## src/mtdv_pkg.sv

```systemverilog
// Shared types and constants for the MIDI track delta-time VLQ encoder.
package mtdv_pkg;

  localparam int unsigned TICK_BITS_DEF = 32;
  localparam int unsigned EVENT_TICK_W  = 32;
  localparam int unsigned VLQ_W         = 28;
  localparam int unsigned GROUP_W       = 7;
  localparam int unsigned RUN_MAX       = 5;
  localparam int unsigned RUN_LEN_W     = 3;

  localparam logic [VLQ_W-1:0] VLQ_CAP  = 28'hFFF_FFFF;
  localparam logic             VLQ_CONT = 1'b1;

  // action codes
  localparam logic ACT_BYTE   = 1'b0;
  localparam logic ACT_FINISH = 1'b1;

  // end-of-track meta event
  localparam logic [7:0] EOT_B0 = 8'h00;
  localparam logic [7:0] EOT_B1 = 8'hFF;
  localparam logic [7:0] EOT_B2 = 8'h2F;
  localparam logic [7:0] EOT_B3 = 8'h00;

  typedef struct packed {
    logic                    action;
    logic                    starts_event;
    logic [EVENT_TICK_W-1:0] event_tick;
    logic [7:0]              data_byte;
  } in_t;

  typedef struct packed {
    logic [7:0] out_byte;
    logic       last_of_run;
  } out_t;

  // bytes[0] goes out first
  typedef struct packed {
    logic [RUN_MAX-1:0][7:0] bytes;
    logic [RUN_LEN_W-1:0]    len;
  } run_t;

endpackage

```

## src/midi_track_delta_vlq_encoder_core.sv

```systemverilog
// MIDI track body encoder: delta-time VLQ plus message bytes, end-of-track on finish.
// An accepted item's run is built combinationally, registered in the pending stage and
//   then moved into the serializing run register, whose bytes[0] drives the output.
// Throughput: one output byte per cycle while the output is not stalled; an item yields
//   1 byte (plain), 2 to 5 bytes (event start: VLQ delta then message byte) or 4 bytes
//   (finish), sent out one by one from the serializing run register.
// One pending item is held while the run register drains, so input is not stalled
//   just because an output byte waits. Reset (async, active low) empties both stages
//   and clears the stored previous tick to zero.
module midi_track_delta_vlq_encoder_core #(
  parameter int unsigned TICK_BITS = mtdv_pkg::TICK_BITS_DEF
) (
  input  logic           clk_i,
  input  logic           rst_ni,
  input  logic           in_valid_i,
  output logic           in_stall_o,
  input  mtdv_pkg::in_t  in_data_i,
  output logic           out_valid_o,
  input  logic           out_stall_i,
  output mtdv_pkg::out_t out_data_o
);

  // tick arithmetic never needs more bits than the event_tick field carries
  localparam int unsigned TickW = (TICK_BITS < mtdv_pkg::EVENT_TICK_W) ?
                                  TICK_BITS : mtdv_pkg::EVENT_TICK_W;

  logic [TickW-1:0] prev_tick_q, prev_tick_d;
  logic [TickW-1:0] next_tick;
  mtdv_pkg::run_t   new_run;

  // pending stage: one fully built run waiting for the serializer
  logic             pend_valid_q, pend_valid_d;
  mtdv_pkg::run_t   pend_run_q, pend_run_d;

  // serializer: bytes[0] is on the output, rem counts bytes still to go
  logic                                  run_valid_q, run_valid_d;
  logic [mtdv_pkg::RUN_MAX-1:0][7:0]     run_bytes_q, run_bytes_d;
  logic [mtdv_pkg::RUN_LEN_W-1:0]        run_rem_q, run_rem_d;

  logic in_take, out_take, run_done, run_free, pend_move;

  mtdv_run_build #(
    .TickW(TickW)
  ) u_build (
    .item_i      (in_data_i),
    .prev_tick_i (prev_tick_q),
    .run_o       (new_run),
    .next_tick_o (next_tick)
  );

  // handshake
  assign out_take   = run_valid_q && !out_stall_i;
  assign run_done   = out_take && (run_rem_q == 3'd1);
  assign run_free   = !run_valid_q || run_done;
  assign pend_move  = pend_valid_q && run_free;
  assign in_stall_o = pend_valid_q && !run_free;
  assign in_take    = in_valid_i && !in_stall_o;

  // previous tick advances at accept time so back-to-back events see it
  assign prev_tick_d = in_take ? next_tick : prev_tick_q;

  always_comb begin
    pend_valid_d = pend_valid_q;
    pend_run_d   = pend_run_q;
    if (in_take) begin
      pend_valid_d = 1'b1;
      pend_run_d   = new_run;
    end else if (pend_move) begin
      pend_valid_d = 1'b0;
    end
  end

  always_comb begin
    run_valid_d = run_valid_q;
    run_bytes_d = run_bytes_q;
    run_rem_d   = run_rem_q;
    if (pend_move) begin
      run_valid_d = 1'b1;
      run_bytes_d = pend_run_q.bytes;
      run_rem_d   = pend_run_q.len;
    end else if (run_done) begin
      run_valid_d = 1'b0;
    end else if (out_take) begin
      run_bytes_d = {8'h00, run_bytes_q[mtdv_pkg::RUN_MAX-1:1]};
      run_rem_d   = run_rem_q - 3'd1;
    end
  end

  always_ff @(posedge clk_i or negedge rst_ni) begin
    if (!rst_ni) begin
      prev_tick_q  <= '0;
      pend_valid_q <= 1'b0;
      run_valid_q  <= 1'b0;
      run_rem_q    <= '0;
    end else begin
      prev_tick_q  <= prev_tick_d;
      pend_valid_q <= pend_valid_d;
      run_valid_q  <= run_valid_d;
      run_rem_q    <= run_rem_d;
    end
  end

  // payload, no reset needed
  always_ff @(posedge clk_i) begin
    pend_run_q  <= pend_run_d;
    run_bytes_q <= run_bytes_d;
  end

  assign out_valid_o            = run_valid_q;
  assign out_data_o.out_byte    = run_bytes_q[0];
  assign out_data_o.last_of_run = (run_rem_q == 3'd1);

endmodule

```

## src/mtdv_run_build.sv

```systemverilog
// Builds the byte run (VLQ delta + message byte, or end-of-track) for one item.
module mtdv_run_build #(
  parameter int unsigned TickW = 32
) (
  input  mtdv_pkg::in_t     item_i,
  input  logic [TickW-1:0]  prev_tick_i,
  output mtdv_pkg::run_t    run_o,
  output logic [TickW-1:0]  next_tick_o
);

  logic [TickW-1:0]               tick;
  logic [TickW-1:0]               diff;
  logic                           over;
  logic [mtdv_pkg::VLQ_W-1:0]     dlt;
  logic [mtdv_pkg::GROUP_W-1:0]   g3, g2, g1, g0;

  assign tick = item_i.event_tick[TickW-1:0];

  always_comb begin
    diff = (tick > prev_tick_i) ? (tick - prev_tick_i) : '0;
    over = (diff >> mtdv_pkg::VLQ_W) != '0;
    dlt  = over ? mtdv_pkg::VLQ_CAP : diff[mtdv_pkg::VLQ_W-1:0];
    g3   = dlt[27:21];
    g2   = dlt[20:14];
    g1   = dlt[13:7];
    g0   = dlt[6:0];

    run_o       = '0;
    next_tick_o = prev_tick_i;

    if (item_i.action == mtdv_pkg::ACT_FINISH) begin
      run_o.bytes[0] = mtdv_pkg::EOT_B0;
      run_o.bytes[1] = mtdv_pkg::EOT_B1;
      run_o.bytes[2] = mtdv_pkg::EOT_B2;
      run_o.bytes[3] = mtdv_pkg::EOT_B3;
      run_o.len      = 3'd4;
      next_tick_o    = '0;
    end else if (item_i.starts_event) begin
      next_tick_o = tick;
      // shortest form: most significant nonzero group first
      priority if (g3 != '0) begin
        run_o.bytes[0] = {mtdv_pkg::VLQ_CONT, g3};
        run_o.bytes[1] = {mtdv_pkg::VLQ_CONT, g2};
        run_o.bytes[2] = {mtdv_pkg::VLQ_CONT, g1};
        run_o.bytes[3] = {1'b0, g0};
        run_o.bytes[4] = item_i.data_byte;
        run_o.len      = 3'd5;
      end else if (g2 != '0) begin
        run_o.bytes[0] = {mtdv_pkg::VLQ_CONT, g2};
        run_o.bytes[1] = {mtdv_pkg::VLQ_CONT, g1};
        run_o.bytes[2] = {1'b0, g0};
        run_o.bytes[3] = item_i.data_byte;
        run_o.len      = 3'd4;
      end else if (g1 != '0) begin
        run_o.bytes[0] = {mtdv_pkg::VLQ_CONT, g1};
        run_o.bytes[1] = {1'b0, g0};
        run_o.bytes[2] = item_i.data_byte;
        run_o.len      = 3'd3;
      end else begin
        run_o.bytes[0] = {1'b0, g0};
        run_o.bytes[1] = item_i.data_byte;
        run_o.len      = 3'd2;
      end
    end else begin
      run_o.bytes[0] = item_i.data_byte;
      run_o.len      = 3'd1;
    end
  end

endmodule

```

## config.mk

```make
export PLATFORM = sky130hd
export DESIGN_NAME = midi_track_delta_vlq_encoder_core
export DESIGN_NICKNAME = d
export VERILOG_FILES = /design/src/mtdv_pkg.sv /design/src/midi_track_delta_vlq_encoder_core.sv /design/src/mtdv_run_build.sv
export SDC_FILE = /design/constraint.sdc
export NUM_CORES = 1
export LEC_CHECK = 0
export ABC_AREA = 0
export ABC_CLOCK_PERIOD_IN_PS = 4800
export BUFFER_PORTS_ARGS = -buffer_cell sky130_fd_sc_hd__clkbuf_2
export CORE_MARGIN = 1.5
export CORE_UTILIZATION = 30
export CTS_CLUSTER_SIZE = 25
export DETAILED_ROUTE_END_ITERATION = 10
export HOLD_SLACK_MARGIN = 0.12
export PLACE_DENSITY = 0.42
export SETUP_SLACK_MARGIN = 0.1
export SLEW_MARGIN = 5
export SYNTH_ARGS = -nofsm -noshare
export SYNTH_HDL_FRONTEND = slang
export SYNTH_SLANG_ARGS = --single-unit
```

## constraint.sdc

```tcl
create_clock -name clk_i -period 4.8 [get_ports clk_i]
set_input_delay 0 -clock clk_i [delete_from_list [all_inputs] [get_ports clk_i]]
set_output_delay 0 -clock clk_i [all_outputs]
set_load 0.005 [all_outputs]
```

==> results of run 1 <==
## how the worst max path moves through the flow
stage	start	end	slack, ps
3_3_place_gp	prev_tick_q[0]	pend_run_q[9]	400
5_1_grt	prev_tick_q[8]	pend_run_q[11]	200
3_5_place_dp	prev_tick_q[0]	pend_run_q[9]	430
6_report	prev_tick_q[13]	pend_run_q[21]	480
4_1_cts	prev_tick_q[0]	pend_run_q[9]	420
2_1_floorplan	prev_tick_q[0]	pend_run_q[9]	1110
## worst reg2reg max path, stage by stage, from the launching register on
cell                        delay, ps
sky130_fd_sc_hd__dfrtp_1          340
sky130_fd_sc_hd__inv_1             40
sky130_fd_sc_hd__ha_1             510
sky130_fd_sc_hd__nand2_1          160
sky130_fd_sc_hd__or3_1            390
sky130_fd_sc_hd__a31oi_1          290
sky130_fd_sc_hd__a211o_1          260
sky130_fd_sc_hd__o21ai_0          260
sky130_fd_sc_hd__a2111oi_4        490
sky130_fd_sc_hd__nand4b_4         340
sky130_fd_sc_hd__buf_4            300
sky130_fd_sc_hd__nor3_2           200
sky130_fd_sc_hd__buf_4            190
sky130_fd_sc_hd__a21oi_1           80
sky130_fd_sc_hd__a221oi_2         290
## synth_stat cells (4+ instances only)
cell type / count
sky130_fd_sc_hd__nand2_1: 61
sky130_fd_sc_hd__o21bai_1: 7
sky130_fd_sc_hd__a311oi_1: 6
sky130_fd_sc_hd__o21ai_0: 34
sky130_fd_sc_hd__mux2_2: 33
sky130_fd_sc_hd__o21ai_1: 4
sky130_fd_sc_hd__dfrtp_1: 37
sky130_fd_sc_hd__nor4_1: 9
sky130_fd_sc_hd__a21o_1: 11
sky130_fd_sc_hd__inv_1: 45
sky130_fd_sc_hd__mux2i_1: 7
sky130_fd_sc_hd__a22oi_1: 4
sky130_fd_sc_hd__nand3_1: 21
sky130_fd_sc_hd__buf_6: 6
sky130_fd_sc_hd__ha_1: 34
sky130_fd_sc_hd__and4_1: 5
sky130_fd_sc_hd__clkbuf_1: 32
sky130_fd_sc_hd__a21oi_1: 65
sky130_fd_sc_hd__o31ai_1: 13
sky130_fd_sc_hd__a22o_1: 32
sky130_fd_sc_hd__and2_1: 7
sky130_fd_sc_hd__or3_1: 6
sky130_fd_sc_hd__nor3_1: 11
sky130_fd_sc_hd__nand2b_1: 12
sky130_fd_sc_hd__a211oi_1: 10
sky130_fd_sc_hd__a31oi_1: 8
sky130_fd_sc_hd__a221oi_1: 8
sky130_fd_sc_hd__edfxtp_1: 83
sky130_fd_sc_hd__nand4_1: 13
sky130_fd_sc_hd__o211ai_1: 14
sky130_fd_sc_hd__buf_4: 9
sky130_fd_sc_hd__xnor2_1: 13
sky130_fd_sc_hd__buf_2: 12
sky130_fd_sc_hd__nor2_1: 55
sky130_fd_sc_hd__o21a_1: 7
sky130_fd_sc_hd__and3_1: 24
sky130_fd_sc_hd__xor2_1: 7
## cell type report
| type | count | area share |
|---|---|---|
| multi-input combinational | 605 | 0.4308 |
| sequential | 120 | 0.3458 |
| timing repair buffer | 137 | 0.1023 |
| tap | 341 | 0.04316 |
| clock buffer | 17 | 0.04303 |
| clock inverter | 15 | 0.01747 |
| inverter | 46 | 0.01747 |
## per-layer routing
layer,part of all wire,up-vias,global-route usage
met4,0.031,0,0.07286
li1,-,3365,-
met1,0.45,3398,0.2424
met5,0,-,0
met2,0.48,196,0.3130
met3,0.040,43,0.03103
## stage by stage
step	std cells	total power, mW	setup WS, ps	hold slack, ps
3_5_place_dp	1202	4.798	430.2	226.3
2_1_floorplan	830	3.767	1112	-295.6
5_1_grt	1281	6.644	201.6	261.5
6_report	1281	6.220	479.2	237.4
4_1_cts	1278	6.206	417.6	198.9
3_3_place_gp	1202	4.848	397.4	220.5
## state kept, by name, indices dropped and copies added, names as in the netlist
name / flops
pend_valid_q: 1
run_rem_q: 3
out_data_o: 8
pend_run_q: 43
out_valid_o: 1
prev_tick_q: 32
run_bytes_q: 32
## power groups by stage
stage               logic (mW)  registers, mW  clock network (mW)
detailed placement        3.30           1.50                   0
floorplan                 2.29           1.47                   0
global route              3.72           1.51                1.42
global placement          3.35           1.50                   0
finish                    3.40           1.48                1.34
CTS                       3.34           1.48                1.38
## logic make-up after synthesis
group | Yosys count | share of synthesized area
DFF | 120 | 0.4195
muxes | 40 | 0.05420
adders and majority gates | 35 | 0.05466
buffers and inverters | 105 | 0.05988
xor gates and xnor gates | 20 | 0.02150
AOI/OAI and AO/OA | 264 | 0.2320
and+or+nand+nor | 246 | 0.1583
## timing repair
item	CTS	global route
setup buffers	0	3
hold buffers	44	0
endpoints found under the setup margin	0	2
endpoints found under the hold margin	110	0
==> PnR_summary.wiki, run 1 <==
{| class="wikitable"
! Metric !! Value
|-
| Drt pass-1 iters || 5
|-
| Number of flops mapped to enable cells by yosys || 83
|-
| Standard cell core area || 26800 um2
|-
| Avg Cell Area, Syn || 9.818 um2
|-
| Setup repair after global routing missed its margin || no
|-
| Type of the worst setup path || reg -> reg
|-
| # Max-Cap Violations || 0
|-
| Number of pins exceeding their max-slew limit in the final report || 0
|-
| Highest-count cells in the layout ignoring fill and taps || sky130_fd_sc_hd__edfxtp_1, sky130_fd_sc_hd__a21oi_1, sky130_fd_sc_hd__nand2_1, sky130_fd_sc_hd__clkbuf_2, sky130_fd_sc_hd__nor2_1
|-
| Number of nets with antenna violations after routing || 0
|-
| Delay contributed by the slowest stage of the critical path || 510 ps
|-
| Internal cell power || 3.458 mW
|-
| Clock latency of the later-clocked register in the worst-skew pair || 420 ps
|-
| P&R area growth vs syn || 21.31%
|-
| Hold path startpoint || in_data_i[40]
|-
| Floorplan die area || 28160 um2
|-
| Nature of the critical path endpoint || flop
|-
| Number of global-route vias before repair || 6940
|-
| IO Count || 57
|-
| Final Hold Vio Count || 0
|-
| CTS HTree Levels || 4
|-
| Internal reg-to-reg setup slack || 480 ps
|-
| Routed wire length per instance || 20.03 um
|-
| Largest area contributor in the synthesized netlist || sky130_fd_sc_hd__edfxtp_1
|-
| CTS root buf || sky130_fd_sc_hd__clkbuf_16
|-
| Number of cells produced by synthesis || 830
|-
| Worst hold-check path type || in -> reg
|-
| Global placer's final weighted congestion || 0.8985
|-
| Fraction of layout instances using a drive strength above 1 || 0.1904
|-
| CP Data Required Time || 5040 ps
|-
| Result of the run || finished clean
|-
| Setup TNS after final layout || 0 ps
|-
| PortBufs || 56
|-
| Clock tree from TritonCTS || done
|-
| Combined area of the multi-input logic cells || 4259 um2
|-
| Portion of total power attributed to combinational logic || 0.546
|-
| Sequential element share of the synthesized area || 0.4195
|-
| Destination of the worst hold path || pend_run_q[24]
|-
| Num Clock Sinks || 120
|-
| Fraction of the core area covered by cells at the end of the flow || 0.3689
|-
| Worst flop-to-flop path startpoint || prev_tick_q[13]
|-
| Commonest non-fill, non-tap cell in the layout || sky130_fd_sc_hd__edfxtp_1
|-
| Cell Area, Synth || 8149 um2
|-
| Dpl cell area || 8812 um2
|-
| Terminus of the critical flop-to-flop path || pend_run_q[21]
|-
| Cell-by-cell listing of the critical path || inv_1 > ha_1 > nand2_1 > or3_1 > a31oi_1 > a211o_1 > o21ai_0 > a2111oi_4 > nand4b_4 > buf_4 > nor3_2 > buf_4 > a21oi_1 > a221oi_2
|-
| Slowest library cell on the worst path || sky130_fd_sc_hd__ha_1
|-
| Worst slew slack as a fraction of its limit || 0.3317
|-
| Number of gates resized after cts || 0
|-
| Number of buffers and inverters on the critical path || 3
|-
| Peak Freq || 0.2314 GHz
|-
| Number of cells on the worst hold path || 2
|-
| Clock skew || 9.278 ps
|-
| CP arrival || 4560 ps
|-
| Initial DRC Count || 585
|-
| Cell types with the largest area share after synthesis || sky130_fd_sc_hd__edfxtp_1, sky130_fd_sc_hd__dfrtp_1, sky130_fd_sc_hd__ha_1, sky130_fd_sc_hd__mux2_2, sky130_fd_sc_hd__a21oi_1
|-
| Library cell appearing most often on the critical path || sky130_fd_sc_hd__buf_4
|-
| Worst path top cell family by delay || compound AO/OA/AOI/OAI gates
|-
| Switch share || 0.4441
|-
| Sw power || 2.762 mW
|-
| Launching element type of the critical path || flop
|-
| Worst r2r path cells || 14
|-
| Clock power frac || 0.215
|-
| Async set-reset flop share out of synthesis || 0.3083
|-
| Longest Clk Path Bufs || 2
|-
| Most common flop cell mapped by yosys || sky130_fd_sc_hd__edfxtp_1
|-
| Fin nets || 1008
|-
| DRC violations left || 0
|-
| Die span in x || 167.8 um
|-
| Leftover overflow at the end of global routing || 0
|-
| Leakage || 3.877 nW
|-
| Worst vdd ir || 0.2440 mV
|-
| Fillcell total || 2696
|-
| Syn_nets || 911
|-
| Clock buffer count from CTS || 17
|-
| Transition time of the tightest slew-check pin || 1002 ps
|-
| Combined global-route utilization of all metal layers || 0.1873
|-
| Total wirelength of the detailed-routed design || 25.66 mm
|-
| Wire length of the first global-routing pass || 40.43 mm
|-
| Number of warnings issued by yosys || 0
|-
| Number of cells on the critical path || 14
|-
| Post-route standard cell area excluding fillers || 9886 um2
|-
| Mean number of vias per cell || 5.466
|-
| Cell variety after synth || 82
|-
| Detailed-placement wirelength estimate || 19.01 mm
|-
| Diode insertion count for antenna repair || 0
|-
| Maximum net fanout on the critical path || 18
|-
| Sequential share of power || 0.238
|-
| Pin count of the biggest net entering global routing || 44
|-
| Min cycle time layout || 4321 ps
|-
| Die span in y || 167.8 um
|-
| Starting utilization of the core area || 0.3041
|-
| Site row count || 60
|-
| Setup-violating endpoint count in the final report || 0
|-
| Number of register bits inferred by synthesis || 120
|-
| Clk slew on worst S/H paths || 60 ps
|-
| Period Utilization, post-route || 0.9002
|-
| Routed vias || 7002
|-
| Fraction of synthesized cell area taken by the top area cell type || 0.3058
|-
| Power density over the cells || 629.2 nW/um2
|-
| Number of antenna violations at the first check in global routing || 0
|-
| FF/Latch Area || 3418 um2
|}
No activity file was read; power rests on OpenSTA's default activity.
==> run 2, diff against run 1 <==
--- a/config.mk
+++ b/config.mk
@@ -8,12 +8,14 @@
 export ABC_AREA = 0
 export ABC_CLOCK_PERIOD_IN_PS = 4800
 export BUFFER_PORTS_ARGS = -buffer_cell sky130_fd_sc_hd__clkbuf_2
+export CELL_PAD_IN_SITES_DETAIL_PLACEMENT = 1
+export CELL_PAD_IN_SITES_GLOBAL_PLACEMENT = 1
 export CORE_MARGIN = 1.5
 export CORE_UTILIZATION = 30
 export CTS_CLUSTER_SIZE = 25
 export DETAILED_ROUTE_END_ITERATION = 10
 export HOLD_SLACK_MARGIN = 0.12
-export PLACE_DENSITY = 0.42
+export PLACE_DENSITY = 0.52
 export SETUP_SLACK_MARGIN = 0.1
 export SLEW_MARGIN = 5
 export SYNTH_ARGS = -nofsm -noshare
==> PnR_summary.wiki, run 2 (synthesis results as in run 1) <==
{| class="wikitable"
! Metric !! Value
|-
| Result of the run || finished clean
|-
| Number of nets with antenna violations after routing || 0 (unchanged)
|-
| IO Count || 57 (unchanged)
|-
| CP arrival || 4540 ps (-20 ps)
|-
| Final cell count without fillers || 1278 (-0.23%)
|-
| P&R area growth vs syn || 21.00%
|-
| Period Utilization, post-route || 0.9143 (+0.01416)
|-
| Routed wire length per instance || 21.57 um (+7.7%)
|-
| Starting utilization of the core area || 0.3041 (unchanged)
|-
| Number of cells on the worst hold path || 2 (unchanged)
|-
| Setup-violating endpoint count in the final report || 0 (unchanged)
|-
| Placement-stage worst setup slack || 320.5 ps (-109.7 ps)
|-
| Nature of the critical path endpoint || flop
|-
| Internal reg-to-reg setup slack || 410 ps (-70 ps)
|-
| Highest-count cells in the layout ignoring fill and taps || sky130_fd_sc_hd__edfxtp_1, sky130_fd_sc_hd__a21oi_1, sky130_fd_sc_hd__nand2_1, sky130_fd_sc_hd__clkbuf_2, sky130_fd_sc_hd__nor2_1
|-
| DRC violations left || 0 (unchanged)
|-
| Clk slew on worst S/H paths || 70 ps (about the same)
|-
| Worst slew slack as a fraction of its limit || 0.2917 (-0.03997)
|-
| Initial DRC Count || 368 (-37%)
|-
| # Max-Cap Violations || 0 (unchanged)
|-
| Power density over the cells || 633.3 nW/um2 (+0.65%)
|-
| Maximum net fanout on the critical path || 12 (-6)
|-
| Launching element type of the critical path || flop
|-
| Wire length of the first global-routing pass || 43.17 mm (+6.8%)
|-
| Dpl cell area || 8797 um2 (-0.17%)
|-
| Die span in x || 167.8 um (unchanged)
|-
| CTS HTree Levels || 4 (unchanged)
|-
| Pwr Total || 6.245 mW (+0.39%)
|-
| Num Clock Sinks || 120 (unchanged)
|-
| Max reg flops || 43 (unchanged)
|-
| Worst flop-to-flop path startpoint || prev_tick_q[14]
|-
| Number of pins exceeding their max-slew limit in the final report || 0 (unchanged)
|-
| Leakage || 3.858 nW (-0.49%)
|-
| Type of the worst setup path || reg -> reg
|-
| Fin nets || 1005 (-0.30%)
|-
| Site row count || 60 (unchanged)
|-
| Registers with the most flip-flops || pend_run_q: 43 flops, prev_tick_q: 32 flops, run_bytes_q: 32 flops
|-
| Post-route standard cell area excluding fillers || 9861 um2 (-0.25%)
|-
| Hold path startpoint || in_data_i[40]
|-
| Drt pass-1 iters || 5 (unchanged)
|-
| Diode insertion count for antenna repair || 0 (unchanged)
|-
| Pin count of the biggest net entering global routing || 47 (+6.8%)
|-
| Worst vdd ir || 0.2615 mV (+7.2%)
|-
| PortBufs || 56 (unchanged)
|-
| Leftover overflow at the end of global routing || 0 (unchanged)
|-
| Longest Clk Path Bufs || 2 (unchanged)
|-
| Fraction of the core area covered by cells at the end of the flow || 0.3679 (-0.0009340)
|-
| Global placer's final weighted congestion || 0.8764 (-2.5%)
|-
| Worst r2r path cells || 14 (unchanged)
|-
| Commonest non-fill, non-tap cell in the layout || sky130_fd_sc_hd__edfxtp_1
|-
| Largest reg by FF count || pend_run_q
|-
| Detailed-placement wirelength estimate || 20.33 mm (+6.9%)
|-
| Terminus of the critical flop-to-flop path || pend_run_q[9]
|-
| CTS root buf || sky130_fd_sc_hd__clkbuf_16
|-
| Fillcell total || 3007 (+12%)
|-
| Floorplan die area || 28160 um2 (unchanged)
|-
| Clock skew || 11.96 ps (+2.685 ps)
|-
| Standard cell core area || 26800 um2 (unchanged)
|-
| Worst hold-check path type || in -> reg
|-
| Setup repair after global routing missed its margin || yes
|-
| Worst-case setup margin in the final layout || 411.3 ps (-67.97 ps)
|-
| Clock tree from TritonCTS || done
|-
| Transition time of the tightest slew-check pin || 1062 ps (+59.95 ps)
|-
| Min cycle time layout || 4389 ps (+67.97 ps)
|-
| Number of antenna violations at the first check in global routing || 0 (unchanged)
|-
| # placed instances || 1200 (-0.17%)
|-
| Worst hold slack || 231.8 ps (-5.625 ps)
|-
| Clock buffer count from CTS || 17 (unchanged)
|-
| CP Data Required Time || 4950 ps (-90 ps)
|-
| Destination of the worst hold path || pend_run_q[24]
|-
| Die span in y || 167.8 um (unchanged)
|-
| Mean number of vias per cell || 5.570 (+1.9%)
|-
| Peak Freq || 0.2279 GHz (-1.5%)
|-
| Total wirelength of the detailed-routed design || 27.56 mm (+7.4%)
|-
| Routed vias || 7118 (+1.7%)
|-
| Final Hold Vio Count || 0 (unchanged)
|-
| Fraction of layout instances using a drive strength above 1 || 0.1878 (-0.002592)
|-
| Number of global-route vias before repair || 7352 (+5.9%)
|-
| Setup TNS after final layout || 0 ps (unchanged)
|-
| Clock latency of the later-clocked register in the worst-skew pair || 430 ps (about the same)
|-
| Combined global-route utilization of all metal layers || 0.2004 (+0.01306)
|}
run 2: cell types whose count changed in the layout (fill, tap and decap cells not counted), moves of 2 or more:
cell | previous run | this run
sky130_fd_sc_hd__clkbuf_1 | 0 | 2
sky130_fd_sc_hd__clkinv_4 | 0 | 2
sky130_fd_sc_hd__clkinvlp_4 | 4 | 2
sky130_fd_sc_hd__buf_4 | 36 | 32
run 2: routing by layer:
metal / vias up / track usage / part of all wire
met5: - / 0 / 0
met4: 0 / 0.07638 / 0.024
met3: 37 / 0.02868 / 0.027
met2: 127 / 0.3397 / 0.49
met1: 3603 / 0.2588 / 0.46
li1: 3351 / - / -
run 2: worst max-delay path: stages, from the launching register on:
cell                        delay [ps]
sky130_fd_sc_hd__dfrtp_1           350
sky130_fd_sc_hd__inv_1              50
sky130_fd_sc_hd__ha_1              490
sky130_fd_sc_hd__a21oi_1           140
sky130_fd_sc_hd__o21ai_0           440
sky130_fd_sc_hd__mux2i_1           250
sky130_fd_sc_hd__o311ai_0          150
sky130_fd_sc_hd__a211oi_1          740
sky130_fd_sc_hd__a2111oi_4         180
sky130_fd_sc_hd__nand4b_4          250
sky130_fd_sc_hd__buf_4             190
sky130_fd_sc_hd__o31ai_4            80
sky130_fd_sc_hd__buf_12            170
sky130_fd_sc_hd__a2111oi_0         500
sky130_fd_sc_hd__a21oi_1           140
run 2: power by group:
group	leakage [nW]	total, mW	switching (mW)	internal, mW
Clock	0.277	1.30	0.528	0.771
Combinational	2.31	3.46	2.22	1.24
Sequential	1.27	1.49	0.104	1.38
Total	3.86	6.24	2.85	3.39
run 2: how the worst max path moves through the flow:
stage	from	to	depth (start not counted)
2_1_floorplan	prev_tick_q[0]	pend_run_q[9]	13
3_3_place_gp	prev_tick_q[11]	pend_run_q[22]	11
3_5_place_dp	prev_tick_q[13]	pend_run_q[17]	12
4_1_cts	prev_tick_q[13]	pend_run_q[17]	12
5_1_grt	prev_tick_q[13]	pend_run_q[13]	14
6_report	prev_tick_q[14]	pend_run_q[9]	14
run 2: timing repair:
item,4_1_cts,5_1_grt
hold endpoints to repair,98,0
setup endpoints to repair,0,14
setup buffers,0,1
gates resized for setup,0,2
hold buffers,44,0
run 2: area by class of cell:
type                            count  area (um2)  area share
Sequential cell                   120        3418      0.3467
Multi-Input combinational cell    606        4284      0.4345
Clock inverter                     13       145.1     0.01472
Clock buffer                       19       432.9     0.04390
Inverter                           46       172.7     0.01751
Tap cell                          341       426.7     0.04327
Timing Repair Buffer              133       980.9     0.09948
==> run 3, diff against run 2 <==
--- a/config.mk
+++ b/config.mk
@@ -10,6 +10,7 @@
 export BUFFER_PORTS_ARGS = -buffer_cell sky130_fd_sc_hd__clkbuf_2
 export CELL_PAD_IN_SITES_DETAIL_PLACEMENT = 1
 export CELL_PAD_IN_SITES_GLOBAL_PLACEMENT = 1
+export CORE_ASPECT_RATIO = 1.5
 export CORE_MARGIN = 1.5
 export CORE_UTILIZATION = 30
 export CTS_CLUSTER_SIZE = 25
==> PnR_summary.wiki, run 3 (synthesis results as in run 1) <==
{| class="wikitable"
! Metric !! Value
|-
| Global placer's final weighted congestion || 0.8954 (+2.2%)
|-
| Number of nets with antenna violations after routing || 0 (unchanged)
|-
| Maximum net fanout on the critical path || 22 (+10)
|-
| Total wirelength of the detailed-routed design || 28.43 mm (+3.1%)
|-
| Number of pins exceeding their max-slew limit in the final report || 0 (unchanged)
|-
| Worst vdd ir || 0.2568 mV (-1.8%)
|-
| Number of antenna violations at the first check in global routing || 0 (unchanged)
|-
| Starting utilization of the core area || 0.3066 (+0.002533)
|-
| Num Clock Sinks || 120 (unchanged)
|-
| Combined global-route utilization of all metal layers || 0.2132 (+0.01279)
|-
| Detailed-placement wirelength estimate || 21.92 mm (+7.8%)
|-
| CP arrival || 4620 ps (+80 ps)
|-
| Internal reg-to-reg setup slack || 350 ps (-60 ps)
|-
| Largest reg by FF count || pend_run_q
|-
| Post-route standard cell area excluding fillers || 9872 um2 (+0.11%)
|-
| Nature of the critical path endpoint || flop
|-
| P&R area growth vs syn || 21.14%
|-
| Transition time of the tightest slew-check pin || 1065 ps (+2.752 ps)
|-
| Commonest non-fill, non-tap cell in the layout || sky130_fd_sc_hd__edfxtp_1
|-
| PortBufs || 56 (unchanged)
|-
| Destination of the worst hold path || pend_run_q[0]
|-
| Die span in x || 137.6 um (-18%)
|-
| Diode insertion count for antenna repair || 0 (unchanged)
|-
| Site row count || 73 (+22%)
|-
| FF/Latch Area || 3418 um2 (unchanged)
|-
| Hold path startpoint || in_data_i[40]
|-
| Registers with the most flip-flops || pend_run_q: 43 flops, prev_tick_q: 32 flops, run_bytes_q: 32 flops
|-
| Fraction of layout instances using a drive strength above 1 || 0.1907 (+0.002844)
|-
| Combined area of the multi-input logic cells || 4278 um2 (-0.15%)
|-
| Standard cell core area || 26580 um2 (-0.83%)
|-
| Setup TNS after final layout || 0 ps (unchanged)
|-
| Terminus of the critical flop-to-flop path || pend_run_q[9]
|-
| Routed wire length per instance || 22.20 um (+2.9%)
|-
| Wire length of the first global-routing pass || 44.22 mm (+2.4%)
|-
| CP Data Required Time || 4970 ps (+20 ps)
|-
| Clock skew || 13.43 ps (+1.465 ps)
|-
| DRC violations left || 0 (unchanged)
|-
| Period Utilization, post-route || 0.9263 (+0.01200)
|-
| IO Count || 57 (unchanged)
|-
| Setup-violating endpoint count in the final report || 0 (unchanged)
|-
| Clock latency of the later-clocked register in the worst-skew pair || 450 ps (+20 ps)
|-
| Longest Clk Path Bufs || 2 (unchanged)
|-
| Number of global-route vias before repair || 7679 (+4.4%)
|-
| Pin count of the biggest net entering global routing || 47 (unchanged)
|-
| Routed vias || 7147 (+0.41%)
|-
| CTS HTree Levels || 4 (unchanged)
|-
| Highest-count cells in the layout ignoring fill and taps || sky130_fd_sc_hd__edfxtp_1, sky130_fd_sc_hd__a21oi_1, sky130_fd_sc_hd__nand2_1, sky130_fd_sc_hd__clkbuf_2, sky130_fd_sc_hd__nor2_1
|-
| Drt pass-1 iters || 4 (-1)
|-
| Peak Freq || 0.2249 GHz (-1.3%)
|-
| Clk slew on worst S/H paths || 50 ps (-20 ps)
|-
| Worst r2r path cells || 12 (-2)
|-
| Type of the worst setup path || reg -> reg
|-
| Fillcell total || 2984 (-0.76%)
|-
| Min cycle time layout || 4446 ps (+57.59 ps)
|-
| Post-CTS repair timing setup buffer count || 0 (unchanged)
|-
| Clock buffer count from CTS || 17 (unchanged)
|-
| Pwr Total || 6.234 mW (-0.17%)
|-
| Dpl cell area || 8852 um2 (+0.63%)
|-
| Die span in y || 204.9 um (+22%)
|-
| Floorplan die area || 28180 um2 (about the same)
|-
| Worst slew slack as a fraction of its limit || 0.2899 (-0.001835)
|-
| Power density over the cells || 631.4 nW/um2 (-0.29%)
|-
| Setup repair after global routing missed its margin || no
|-
| Leftover overflow at the end of global routing || 0 (unchanged)
|-
| CTS root buf || sky130_fd_sc_hd__clkbuf_16
|-
| Max reg flops || 43 (unchanged)
|-
| Clock tree from TritonCTS || done
|-
| Initial DRC Count || 282 (-23%)
|-
| Worst hold-check path type || in -> reg
|-
| # Max-Cap Violations || 0 (unchanged)
|-
| Leakage || 3.865 nW (+0.18%)
|-
| Worst flop-to-flop path startpoint || prev_tick_q[0]
|-
| Fin nets || 1012 (+0.70%)
|-
| Mean number of vias per cell || 5.579 (+0.17%)
|-
| Launching element type of the critical path || flop
|-
| Final Hold Vio Count || 0 (unchanged)
|-
| Result of the run || finished clean
|-
| Number of cells on the worst hold path || 2 (unchanged)
|}
## run 3: cell types whose count changed in the layout (fill, tap and decap cells not counted)
| cell | delta |
|---|---|
| sky130_fd_sc_hd__nor3_2 | +1 |
| sky130_fd_sc_hd__buf_12 | -1 |
| sky130_fd_sc_hd__clkinvlp_4 | +2 |
| sky130_fd_sc_hd__buf_4 | +8 |
| sky130_fd_sc_hd__clkinv_1 | +4 |
| sky130_fd_sc_hd__inv_6 | -3 |
| sky130_fd_sc_hd__nor3_4 | -1 |
| sky130_fd_sc_hd__clkbuf_1 | -1 |
| sky130_fd_sc_hd__clkinv_4 | -2 |
## run 3: layout make-up
class	instances	area share
sequential	120	0.3463
inverter	46	0.01749
tap	337	0.04271
multi-input combinational	606	0.4333
timing repair buffer	140	0.1034
clock buffer	18	0.04347
clock inverter	14	0.01331
## run 3: metrics by stage
step	util	setup slack, ps	hold WS [ps]	instances
finish	0.3714	353.7	219.3	1281
global route	0.3714	122.1	253.5	1281
CTS	0.3707	340.0	215.3	1280
detailed placement	0.3331	371.9	229.3	1204
global placement	0.3331	470.9	209.8	1204
floorplan	-	1112	-295.6	830
## run 3: metal layers
layer | track usage | share of wire
met5 | 0 | 0
met2 | 0.4020 | 0.55
met4 | 0.1038 | 0.041
met3 | 0.03563 | 0.023
met1 | 0.2235 | 0.39
## run 3: repair_timing
action,CTS,global route
hold buffers,44,0
endpoints found under the setup margin,0,4
endpoints found under the hold margin,99,0
resized for setup,0,1
## run 3: how the worst max path moves through the flow
stage                               from             to  slack (ps)  cells after the start
after floorplan           prev_tick_q[0]  pend_run_q[9]        1110                     13
after global placement    prev_tick_q[0]  pend_run_q[9]         470                     12
after detailed placement  prev_tick_q[0]  pend_run_q[9]         370                     12
after CTS                 prev_tick_q[0]  pend_run_q[9]         340                     12
after global routing      prev_tick_q[4]  pend_run_q[9]         120                     14
final                     prev_tick_q[0]  pend_run_q[9]         350                     12
## run 3: worst max-delay path, stage by stage, from the launching register on
cell	delay, ps
sky130_fd_sc_hd__dfrtp_1	390
sky130_fd_sc_hd__ha_1	220
sky130_fd_sc_hd__fa_1	420
sky130_fd_sc_hd__nand2b_1	180
sky130_fd_sc_hd__a21oi_1	320
sky130_fd_sc_hd__o211a_4	270
sky130_fd_sc_hd__a211o_1	250
sky130_fd_sc_hd__a31oi_1	140
sky130_fd_sc_hd__xnor2_1	190
sky130_fd_sc_hd__or4_4	710
sky130_fd_sc_hd__a2111oi_0	760
sky130_fd_sc_hd__buf_4	220
sky130_fd_sc_hd__a21oi_1	90
## run 3: report_power, final
part / internal, mW / leakage, nW / total, mW / switching (mW)
Clock: 0.754 / 0.260 / 1.26 / 0.503
Sequential: 1.38 / 1.27 / 1.49 / 0.104
Combinational: 1.26 / 2.33 / 3.49 / 2.23
Total: 3.40 / 3.86 / 6.23 / 2.83
